## src/hw/rtl/mtm_pkg.sv

```systemverilog
// Shared types and constants of the MIDI trigger mapper.
// Used by the channel interfaces, the map cells, the cell chain and the top level.
package mtm_pkg;

    // Default number of program map entries.
    localparam int DEF_MAP_ENTRIES = 128;

    // Configuration port.
    localparam int CFG_IDX_W  = 3;
    localparam int CFG_DATA_W = 8;

    localparam logic [CFG_IDX_W-1:0] REG_CHANNEL     = 3'd0;
    localparam logic [CFG_IDX_W-1:0] REG_START_KIND  = 3'd1;
    localparam logic [CFG_IDX_W-1:0] REG_START_VALUE = 3'd2;
    localparam logic [CFG_IDX_W-1:0] REG_PAUSE_KIND  = 3'd3;
    localparam logic [CFG_IDX_W-1:0] REG_PAUSE_VALUE = 3'd4;
    localparam logic [CFG_IDX_W-1:0] REG_STOP_KIND   = 3'd5;
    localparam logic [CFG_IDX_W-1:0] REG_STOP_VALUE  = 3'd6;

    // Item operations.
    localparam logic OP_BYTE = 1'b0;
    localparam logic OP_MAP  = 1'b1;

    // Realtime bytes.
    localparam logic [7:0] RT_START = 8'hFA;
    localparam logic [7:0] RT_CONT  = 8'hFB;
    localparam logic [7:0] RT_STOP  = 8'hFC;

    // Status byte upper nibbles.
    localparam logic [3:0] STAT_NOTE = 4'h9;
    localparam logic [3:0] STAT_CC   = 4'hB;
    localparam logic [3:0] STAT_PC   = 4'hC;

    // Trigger kinds.
    localparam logic [1:0] TRIG_CC   = 2'd0;
    localparam logic [1:0] TRIG_NOTE = 2'd1;
    localparam logic [1:0] TRIG_PC   = 2'd2;
    localparam logic [1:0] TRIG_OFF  = 2'd3;

    // Program map entry kinds.
    localparam logic [1:0] MAP_PC     = 2'd0;
    localparam logic [1:0] MAP_CC     = 2'd1;
    localparam logic [1:0] MAP_NOTE   = 2'd2;
    localparam logic [1:0] MAP_UNUSED = 2'd3;

    typedef struct packed {
        logic       operation;
        logic [7:0] midi_byte;
        logic       player_free;
        logic [6:0] map_index;
        logic [1:0] map_kind;
        logic [7:0] map_value;
    } mtm_in_t;

    typedef struct packed {
        logic       do_start;
        logic       do_pause;
        logic       do_stop;
        logic       program_valid;
        logic [6:0] program_number;
        logic       thru_valid;
        logic [7:0] thru_byte;
    } mtm_out_t;

    // Search token that walks down the cell chain.
    typedef struct packed {
        logic       active;
        logic [1:0] kind;
        logic [7:0] value;
        logic       found;
        logic [6:0] num;
    } mtm_token_t;

    // Map entry write, broadcast to every cell.
    typedef struct packed {
        logic       en;
        logic [6:0] index;
        logic [1:0] kind;
        logic [7:0] value;
    } mtm_wr_t;

endpackage

```

## src/hw/rtl/mtm_if.sv

```systemverilog
// Valid/ready channel interfaces of the MIDI trigger mapper.
// Depends on mtm_pkg for the item payload types.
interface mtm_midi_if;
    import mtm_pkg::*;

    logic    valid;
    logic    ready;
    mtm_in_t data;

    modport source (output valid, output data, input ready);
    modport sink   (input valid, input data, output ready);
endinterface

interface mtm_result_if;
    import mtm_pkg::*;

    logic     valid;
    logic     ready;
    mtm_out_t data;

    modport source (output valid, output data, input ready);
    modport sink   (input valid, input data, output ready);
endinterface

```

## src/hw/rtl/mtm_cell.sv

```systemverilog
// One program map cell: holds one map entry and one stage of the search token.
// Depends on mtm_pkg.
module mtm_cell #(
    parameter int INDEX = 0
) (
    input  logic               clk,
    input  logic               rst_n,
    input  mtm_pkg::mtm_wr_t    wr,
    input  mtm_pkg::mtm_token_t tok_in,
    output mtm_pkg::mtm_token_t tok_out
);
    import mtm_pkg::*;

    localparam logic [7:0] CELL_ID  = 8'(INDEX);
    localparam logic [6:0] CELL_NUM = 7'(INDEX);

    logic [1:0] kind_reg;
    logic [7:0] value_reg;
    logic       act_reg;
    mtm_token_t tok_reg;
    mtm_token_t tok_next;
    logic       hit;

    // Entry storage, written by address decode of the broadcast write.
    always_ff @(posedge clk or negedge rst_n)
    begin
        if (!rst_n)
        begin
            kind_reg  <= MAP_UNUSED;
            value_reg <= 8'd0;
        end
        else if (wr.en && ({1'b0, wr.index} == CELL_ID))
        begin
            kind_reg  <= wr.kind;
            value_reg <= wr.value;
        end
    end

    // The first cell that matches claims the token; later cells pass it on.
    assign hit = tok_in.active && !tok_in.found &&
                 (kind_reg == tok_in.kind) && (value_reg == tok_in.value);

    always_comb
    begin
        tok_next       = tok_in;
        tok_next.found = tok_in.found | hit;
        tok_next.num   = hit ? CELL_NUM : tok_in.num;
    end

    always_ff @(posedge clk or negedge rst_n)
    begin
        if (!rst_n)
        begin
            act_reg <= 1'b0;
        end
        else
        begin
            act_reg <= tok_in.active;
        end
    end

    always_ff @(posedge clk)
    begin
        tok_reg <= tok_next;
    end

    always_comb
    begin
        tok_out        = tok_reg;
        tok_out.active = act_reg;
    end

endmodule

```

## src/hw/rtl/mtm_chain.sv

```systemverilog
// Row of program map cells; the search token advances one cell per cycle.
// Depends on mtm_pkg and mtm_cell.
module mtm_chain #(
    parameter int MAP_ENTRIES = mtm_pkg::DEF_MAP_ENTRIES
) (
    input  logic               clk,
    input  logic               rst_n,
    input  mtm_pkg::mtm_wr_t    wr,
    input  mtm_pkg::mtm_token_t tok_in,
    output mtm_pkg::mtm_token_t tok_out
);
    import mtm_pkg::*;

    mtm_token_t link [MAP_ENTRIES+1];

    assign link[0] = tok_in;

    for (genvar g = 0; g < MAP_ENTRIES; g++)
    begin : g_cell
        mtm_cell #(
            .INDEX (g)
        ) u_cell (
            .clk     (clk),
            .rst_n   (rst_n),
            .wr      (wr),
            .tok_in  (link[g]),
            .tok_out (link[g+1])
        );
    end

    assign tok_out = link[MAP_ENTRIES];

endmodule

```

## src/hw/rtl/midi_trigger_mapper.sv

```systemverilog
// Top level of the MIDI trigger mapper: parser, sequencer, output register.
// Depends on mtm_pkg, mtm_if and mtm_chain.
//
// Usage: items arrive on the midi channel (valid/ready). An item is either a
// received MIDI byte or a write of one program map entry. Each item yields
// exactly one item on the result channel: the echoed byte, the start, pause
// and stop pulses, and the selected program if a map entry matched. A map
// write yields an item with every field zero.
// The block works on one item at a time. A data byte that needs a program map
// lookup sends a search token down the row of MAP_ENTRIES cells, one cell per
// cycle; its program fields enter the pending result when the token leaves
// the last cell, and the length of the cell chain sets how long that takes.
// Any pending result then moves into the output register, and only after that
// is the next item taken. A finished result sits in an output register, so
// the next input item is accepted while the receiver stalls; the sequencer
// only waits when a second result is ready and the register is still full.
// Reset clears the parser to idle, every map entry to kind unused, and the
// configuration registers to their defaults (channel 0, all triggers off).
// The user writes configuration through cfg_we/cfg_index/cfg_data only while
// idle; the block itself does not enforce this.
module midi_trigger_mapper #(
    parameter int MAP_ENTRIES = mtm_pkg::DEF_MAP_ENTRIES
) (
    input  logic                             clk,
    input  logic                             rst_n,
    mtm_midi_if.sink                         midi,
    mtm_result_if.source                     result,
    input  logic                             cfg_we,
    input  logic [mtm_pkg::CFG_IDX_W-1:0]    cfg_index,
    input  logic [mtm_pkg::CFG_DATA_W-1:0]   cfg_data
);
    import mtm_pkg::*;

    // Parser state of the MIDI byte stream.
    typedef enum logic [4:0] {
        P_IDLE = 5'b00001,
        P_CC   = 5'b00010,
        P_NOTE = 5'b00100,
        P_PC   = 5'b01000,
        P_SKIP = 5'b10000
    } parser_t;

    // Item sequencer: take an item, wait for the map search, deliver.
    typedef enum logic [2:0] {
        S_IDLE = 3'b001,
        S_SCAN = 3'b010,
        S_DONE = 3'b100
    } seq_t;

    // Configuration registers.
    logic [3:0] channel_reg;
    logic [1:0] start_kind_reg;
    logic [7:0] start_value_reg;
    logic [1:0] pause_kind_reg;
    logic [7:0] pause_value_reg;
    logic [1:0] stop_kind_reg;
    logic [7:0] stop_value_reg;

    parser_t    parser_reg;
    parser_t    parser_next;
    seq_t       seq_reg;
    seq_t       seq_next;

    mtm_out_t   pend_reg;
    mtm_out_t   pend_next;
    logic       out_valid_reg;
    logic       out_valid_next;
    mtm_out_t   out_data_reg;
    mtm_out_t   out_data_next;

    logic       accept;
    logic       accept_byte;
    logic       launch;
    logic       armed;
    logic [1:0] trig_kind;
    logic [1:0] map_kind;
    logic [7:0] rx;
    logic       hit_start;
    logic       hit_pause;
    logic       hit_stop;
    logic       out_free;

    mtm_wr_t    map_wr;
    mtm_token_t tok_in;
    mtm_token_t tok_out;

    //--------------------------------------------------------------------
    // Configuration port. Indexes beyond the register list are ignored.
    //--------------------------------------------------------------------
    always_ff @(posedge clk or negedge rst_n)
    begin
        if (!rst_n)
        begin
            channel_reg     <= 4'd0;
            start_kind_reg  <= TRIG_OFF;
            start_value_reg <= 8'd0;
            pause_kind_reg  <= TRIG_OFF;
            pause_value_reg <= 8'd0;
            stop_kind_reg   <= TRIG_OFF;
            stop_value_reg  <= 8'd0;
        end
        else if (cfg_we)
        begin
            case (cfg_index)
                REG_CHANNEL:     channel_reg     <= cfg_data[3:0];
                REG_START_KIND:  start_kind_reg  <= cfg_data[1:0];
                REG_START_VALUE: start_value_reg <= cfg_data;
                REG_PAUSE_KIND:  pause_kind_reg  <= cfg_data[1:0];
                REG_PAUSE_VALUE: pause_value_reg <= cfg_data;
                REG_STOP_KIND:   stop_kind_reg   <= cfg_data[1:0];
                REG_STOP_VALUE:  stop_value_reg  <= cfg_data;
                default:         ;
            endcase
        end
    end

    //--------------------------------------------------------------------
    // Input handshake. Items are taken only when the sequencer is free.
    //--------------------------------------------------------------------
    assign midi.ready  = (seq_reg == S_IDLE);
    assign accept      = midi.valid && midi.ready;
    assign accept_byte = accept && (midi.data.operation == OP_BYTE);
    assign rx          = midi.data.midi_byte;

    //--------------------------------------------------------------------
    // Parser. In idle, realtime bytes raise actions and status bytes on
    // our channel arm the parser. When armed, the byte is data: it is
    // compared with the triggers and, with the player idle, searched for
    // in the program map. A CC or note data byte is followed by one
    // skipped byte; a program change returns straight to idle.
    //--------------------------------------------------------------------
    always_comb
    begin
        parser_next = parser_reg;
        armed       = 1'b0;
        trig_kind   = TRIG_CC;
        map_kind    = MAP_CC;
        hit_start   = 1'b0;
        hit_pause   = 1'b0;
        hit_stop    = 1'b0;

        case (parser_reg)
            P_IDLE:
            begin
                hit_start = (rx == RT_START);
                hit_pause = (rx == RT_CONT);
                hit_stop  = (rx == RT_STOP);
                if (rx == {STAT_CC, channel_reg})
                begin
                    parser_next = P_CC;
                end
                else if (rx == {STAT_NOTE, channel_reg})
                begin
                    parser_next = P_NOTE;
                end
                else if (rx == {STAT_PC, channel_reg})
                begin
                    parser_next = P_PC;
                end
            end
            P_CC:
            begin
                armed       = 1'b1;
                trig_kind   = TRIG_CC;
                map_kind    = MAP_CC;
                parser_next = P_SKIP;
            end
            P_NOTE:
            begin
                armed       = 1'b1;
                trig_kind   = TRIG_NOTE;
                map_kind    = MAP_NOTE;
                parser_next = P_SKIP;
            end
            P_PC:
            begin
                armed       = 1'b1;
                trig_kind   = TRIG_PC;
                map_kind    = MAP_PC;
                parser_next = P_IDLE;
            end
            default:
            begin
                parser_next = P_IDLE;
            end
        endcase

        if (armed)
        begin
            hit_start = (start_kind_reg == trig_kind) && (start_value_reg == rx);
            hit_pause = (pause_kind_reg == trig_kind) && (pause_value_reg == rx);
            hit_stop  = (stop_kind_reg == trig_kind) && (stop_value_reg == rx);
        end
    end

    always_ff @(posedge clk or negedge rst_n)
    begin
        if (!rst_n)
        begin
            parser_reg <= P_IDLE;
        end
        else if (accept_byte)
        begin
            parser_reg <= parser_next;
        end
    end

    //--------------------------------------------------------------------
    // Program map: a row of cells. Map writes are broadcast; an index
    // without a cell is simply not picked up by any cell.
    //--------------------------------------------------------------------
    assign launch = accept_byte && armed && midi.data.player_free;

    always_comb
    begin
        map_wr.en    = accept && (midi.data.operation == OP_MAP);
        map_wr.index = midi.data.map_index;
        map_wr.kind  = midi.data.map_kind;
        map_wr.value = midi.data.map_value;

        tok_in.active = launch;
        tok_in.kind   = map_kind;
        tok_in.value  = rx;
        tok_in.found  = 1'b0;
        tok_in.num    = 7'd0;
    end

    mtm_chain #(
        .MAP_ENTRIES (MAP_ENTRIES)
    ) u_chain (
        .clk     (clk),
        .rst_n   (rst_n),
        .wr      (map_wr),
        .tok_in  (tok_in),
        .tok_out (tok_out)
    );

    //--------------------------------------------------------------------
    // Sequencer and pending result. The pending result is built at
    // acceptance; the program fields are filled in when the token leaves
    // the last cell. It then moves into the output register as soon as
    // that register is empty or being emptied.
    //--------------------------------------------------------------------
    assign out_free = !out_valid_reg || result.ready;

    always_comb
    begin
        seq_next       = seq_reg;
        pend_next      = pend_reg;
        out_valid_next = out_valid_reg;
        out_data_next  = out_data_reg;

        if (out_valid_reg && result.ready)
        begin
            out_valid_next = 1'b0;
        end

        case (seq_reg)
            S_IDLE:
            begin
                if (accept)
                begin
                    pend_next = '0;
                    if (midi.data.operation == OP_BYTE)
                    begin
                        pend_next.do_start   = hit_start;
                        pend_next.do_pause   = hit_pause;
                        pend_next.do_stop    = hit_stop;
                        pend_next.thru_valid = 1'b1;
                        pend_next.thru_byte  = rx;
                    end
                    seq_next = launch ? S_SCAN : S_DONE;
                end
            end
            S_SCAN:
            begin
                if (tok_out.active)
                begin
                    pend_next.program_valid  = tok_out.found;
                    pend_next.program_number = tok_out.found ? tok_out.num : 7'd0;
                    seq_next                 = S_DONE;
                end
            end
            S_DONE:
            begin
                if (out_free)
                begin
                    out_valid_next = 1'b1;
                    out_data_next  = pend_reg;
                    seq_next       = S_IDLE;
                end
            end
            default:
            begin
                seq_next = S_IDLE;
            end
        endcase
    end

    always_ff @(posedge clk or negedge rst_n)
    begin
        if (!rst_n)
        begin
            seq_reg       <= S_IDLE;
            out_valid_reg <= 1'b0;
        end
        else
        begin
            seq_reg       <= seq_next;
            out_valid_reg <= out_valid_next;
        end
    end

    always_ff @(posedge clk)
    begin
        pend_reg     <= pend_next;
        out_data_reg <= out_data_next;
    end

    assign result.valid = out_valid_reg;
    assign result.data  = out_data_reg;

    //--------------------------------------------------------------------
    // Assertions.
    //--------------------------------------------------------------------

    // A search token can only leave the chain while the sequencer waits for it.
    a_token_in_scan: assert property (
        @(posedge clk) disable iff (!rst_n)
        tok_out.active |-> (seq_reg == S_SCAN)
    ) else $error("search token left the cell chain outside a scan");

    // A map write never starts a search and goes straight to delivery.
    a_map_write_done: assert property (
        @(posedge clk) disable iff (!rst_n)
        (accept && (midi.data.operation == OP_MAP)) |=> (seq_reg == S_DONE)
    ) else $error("map write did not go straight to delivery");

    // A selected program is only ever reported with an echoed MIDI byte.
    a_program_with_thru: assert property (
        @(posedge clk) disable iff (!rst_n)
        (out_valid_reg && out_data_reg.program_valid) |-> out_data_reg.thru_valid
    ) else $error("program selection reported without a MIDI byte");

endmodule
```

## src/flat_wrapper.sv

```systemverilog
// flat-port wrapper written by rule: the top's interface ports become plain ports
module midi_trigger_mapper_flat import mtm_pkg::*;
#(
    parameter int MAP_ENTRIES = mtm_pkg::DEF_MAP_ENTRIES
)
  (clk, rst_n, cfg_we, cfg_index, cfg_data, midi_valid, midi_data, midi_ready, result_valid, result_data, result_ready);
  mtm_midi_if midi_i ();
  mtm_result_if result_i ();
  input  logic clk;
  input  logic rst_n;
  input  logic cfg_we;
  input  logic [mtm_pkg::CFG_IDX_W-1:0] cfg_index;
  input  logic [mtm_pkg::CFG_DATA_W-1:0] cfg_data;
  input wire logic [$bits(midi_i.valid)-1:0] midi_valid;
  input wire logic [$bits(midi_i.data)-1:0] midi_data;
  output wire logic [$bits(midi_i.ready)-1:0] midi_ready;
  output wire logic [$bits(result_i.valid)-1:0] result_valid;
  output wire logic [$bits(result_i.data)-1:0] result_data;
  input wire logic [$bits(result_i.ready)-1:0] result_ready;
  assign midi_i.valid = midi_valid;
  assign midi_i.data = midi_data;
  assign midi_ready = midi_i.ready;
  assign result_valid = result_i.valid;
  assign result_data = result_i.data;
  assign result_i.ready = result_ready;
  midi_trigger_mapper #(.MAP_ENTRIES(MAP_ENTRIES)) u_core (.clk(clk), .rst_n(rst_n), .midi(midi_i), .result(result_i), .cfg_we(cfg_we), .cfg_index(cfg_index), .cfg_data(cfg_data));
endmodule
```

## config.mk

```make
export PLATFORM = sky130hd
export DESIGN_NAME = midi_trigger_mapper_flat
export DESIGN_NICKNAME = d
export VERILOG_FILES = /design/src/hw/rtl/mtm_pkg.sv /design/src/hw/rtl/mtm_if.sv /design/src/hw/rtl/mtm_cell.sv /design/src/hw/rtl/mtm_chain.sv /design/src/hw/rtl/midi_trigger_mapper.sv /design/src/flat_wrapper.sv
export SDC_FILE = /design/constraint.sdc
export NUM_CORES = 2
export LEC_CHECK = 0
export BUFFER_PORTS_ARGS = -buffer_cell sky130_fd_sc_hd__buf_2
export CORE_UTILIZATION = 30
export CTS_BUF_LIST = sky130_fd_sc_hd__clkbuf_16
export CTS_CLUSTER_DIAMETER = 150
export CTS_CLUSTER_SIZE = 8
export DETAILED_ROUTE_END_ITERATION = 12
export GPL_ROUTABILITY_DRIVEN = 0
export HOLD_SLACK_MARGIN = 0.02
export PLACE_DENSITY = 0.53
export SETUP_SLACK_MARGIN = 0.4
export SYNTH_ARGS = -nofsm -noshare
export SYNTH_HDL_FRONTEND = slang
export SYNTH_HIERARCHICAL = 1
export SYNTH_SLANG_ARGS = --single-unit
```

## constraint.sdc

```tcl
create_clock -name clk -period 17.6 [get_ports clk]
set_input_delay 3.52 -clock clk [delete_from_list [all_inputs] [get_ports clk]]
set_output_delay 3.52 -clock clk [all_outputs]
set_load 0.01 [all_outputs]
```

==> impl_metrics.ini <==
[die]
floorplan.core_area_um2 = 443000
row_count = 244
floorplan.initialDensity = 0.302
vertical_die_dimension_um = 670
die_ar_um2 = 448000
top_level_ports = 65
die-width_um = 670

[detailed_routing]
detail_route.first_pass.iterations = 5
drt-initial-drc-count = 3396
vias_per_instance = 4.45
route.final.wire_length_um = 297000
wl_per_cell_um = 18.5
remaining_drc_errors = 0
detail-route-antenna-nets = 0
routed_via_count = 71600

[final_layout]
instances_no_fill = 16100
fin_util = 0.356
area_growth_syn_to_layout_pct = 17.7
drive_gt1_frac = 0.278
layout.cell_area.non_filler_um2 = 157000
num-nets-final = 9775
largest_register_ffs = 2294

[worst_setup_path]
path_max_fanout = 71
worst_setup_path_end_kind = register
cp_data_arrival_time_ps = 8490
cp_data_required_time_ps = 18440
critPathKind = input port to register
crit_path_start_kind = input port

[power_and_ir_drop]
power.net_switching_mw = 4.49
power.leakage_nw = 68.8
share_seq_of_total_power = 0.466
vdd_drop_max_mv = 0.0859
pwr_density_cell_nw_per_um2 = 123
share_of_total_power_in_the_clock_network = 0.491
comb_power_share = 0.043
power.share.switching = 0.232
power_report.internal_total_mw = 14.9

[cts]
post_cts_resize_count = 0
clock_sinks = 3785
clock_buffers_created_by_tritoncts = 543
tritoncts_clock_tree = done
clk_pin_slew_worst_paths_ps = 50
cts-root-buf = sky130_fd_sc_hd__clkbuf_16
cts_post_setup_buffers_inserted = 0
ctsLongestPathBuffers = 4
ctsHoldBuffers = 0
clk_latency_ps = 980
cts_htree_levels = 6

[yosys]
syn_area_um2 = 134000
synth_warnings = 6
synth_area_per_cell_um2 = 14.5
postSynthCellCount = 9197

[min_path]
hold_class = register to register

[sta]
layout_worst_path_cycle_share = 0.435
fin_setup_tns_ps = 0
final_max_slew_viol_count = 0
rsz0062_at_grt = false
max_slew_margin = 0.258
finalWorstPathRequiredPeriod_ps = 7650
fin_skew_ps = 42.9
hold_viol_final = 0
setup-violations-final = 0
clock.fmax_mhz = 131
max_slew.worst_pin.slew_ps = 1110

[place]
placedInstanceArea_um2 = 141000
placement.io_buffers = 64
placedCellCount = 15100
hpwl_um = 184000

[grt]
grt.total_usage = 0.131
initial_antenna_violation_count = 4
grt_pass1_vias = 78800
grt_start_max_net_pins = 167
global_route_wire_length_before_repair_um = 471000
total_overflow_reported_by_the_global_router = 0

[status]
status = finished, final reports clean

[run]
timing.max_cap.violations = 0
==> routing by layer <==
metal	vias up	GRT usage	wire length, um	share of wire
met4	0	0.0351	6320	0.021
met5	-	0	0	0
met3	470	0.0201	9930	0.033
met2	1072	0.211	137000	0.46
met1	36300	0.182	144000	0.49
li1	33700	-	-	-
==> path summary, 6_finish.rpt <==
check                      cells past startpoint  slack (ps)                                     startpoint                                              to
max in group asynchronous                      4       11830                                          rst_n   u_core/u_chain/g_cell[41].u_cell/value_reg[0]
hold / removal                                 0         340  u_core/u_chain/g_cell[112].u_cell/tok_out[12]   u_core/u_chain/g_cell[113].u_cell/tok_out[12]
min in group asynchronous                      1        2590                                          rst_n  u_core/u_chain/g_cell[108].u_cell/value_reg[3]
setup reg to reg                               8       12010                              u_core/seq_reg[0]   u_core/u_chain/g_cell[50].u_cell/value_reg[7]
setup / recovery                               9        9950                                     midi_valid   u_core/u_chain/g_cell[50].u_cell/value_reg[7]
hold reg to reg                                0         340  u_core/u_chain/g_cell[112].u_cell/tok_out[12]   u_core/u_chain/g_cell[113].u_cell/tok_out[12]
==> placed cells by master, fill, tap and decap left out, types with 17 or more instances in the layout <==
cell type / n
sky130_fd_sc_hd__inv_1: 891
sky130_fd_sc_hd__nand2_1: 45
sky130_fd_sc_hd__buf_4: 52
sky130_fd_sc_hd__dfrtp_1: 1187
sky130_fd_sc_hd__dfxtp_1: 2294
sky130_fd_sc_hd__nand4_1: 147
sky130_fd_sc_hd__clkbuf_16: 553
sky130_fd_sc_hd__nor2_1: 28
sky130_fd_sc_hd__a31o_2: 140
sky130_fd_sc_hd__dfstp_2: 264
sky130_fd_sc_hd__clkinv_16: 18
sky130_fd_sc_hd__and4bb_2: 18
sky130_fd_sc_hd__nand3_1: 101
sky130_fd_sc_hd__nor4_4: 34
sky130_fd_sc_hd__buf_2: 46
sky130_fd_sc_hd__nor2b_1: 105
sky130_fd_sc_hd__a31o_1: 78
sky130_fd_sc_hd__nor4_2: 59
sky130_fd_sc_hd__xor2_1: 314
sky130_fd_sc_hd__nand4bb_4: 26
sky130_fd_sc_hd__nand2b_1: 49
sky130_fd_sc_hd__nand4_2: 79
sky130_fd_sc_hd__nor4bb_1: 17
sky130_fd_sc_hd__and3_1: 36
sky130_fd_sc_hd__nor3_1: 36
sky130_fd_sc_hd__and4_1: 72
sky130_fd_sc_hd__nor4b_1: 21
sky130_fd_sc_hd__nor2_8: 45
sky130_fd_sc_hd__o31a_1: 294
sky130_fd_sc_hd__nand4b_4: 80
sky130_fd_sc_hd__edfxtp_1: 40
sky130_fd_sc_hd__mux2_4: 310
sky130_fd_sc_hd__xnor2_1: 996
sky130_fd_sc_hd__o31ai_1: 359
sky130_fd_sc_hd__mux2_2: 998
sky130_fd_sc_hd__a31oi_1: 155
==> power by group through the flow <==
stage	Sequential [mW]	Combinational, mW	Clock (mW)
floorplan	9.15	0.474	0
global placement	9.19	0.818	0
detailed placement	9.19	0.843	0
CTS	9.04	0.847	9.80
global route	9.05	0.908	10.2
finish	9.04	0.830	9.51
==> per-stage QoR <==
step | hold WS [ps] | setup slack (ps) | power (mW)
floorplan | 349 | 1450 | 9.62
global placement | 354 | 8900 | 10.0
detailed placement | 351 | 8800 | 10.0
CTS | 335 | 9900 | 19.7
global route | 343 | 9760 | 20.2
finish | 338 | 9950 | 19.4
==> cell type report <==
class | instances | area, um2
Antenna cell | 8 | 20.0
Fill cell | 42400 | 285000
Multi-Input combinational cell | 4762 | 47100
Clock inverter | 426 | 2430
Sequential cell | 3785 | 83800
Inverter | 517 | 1940
Tap cell | 5904 | 7390
Timing Repair Buffer | 123 | 998
Clock buffer | 553 | 13800
==> worst max-delay path, stage by stage <==
cell	delay [ps]
sky130_fd_sc_hd__buf_2	90
sky130_fd_sc_hd__nand4bb_1	760
sky130_fd_sc_hd__nor2_4	1000
sky130_fd_sc_hd__buf_4	390
sky130_fd_sc_hd__buf_4	650
sky130_fd_sc_hd__buf_12	610
sky130_fd_sc_hd__nand4b_4	170
sky130_fd_sc_hd__nor4_4	630
sky130_fd_sc_hd__mux2_2	410
Power figures use the tool's default switching activity.
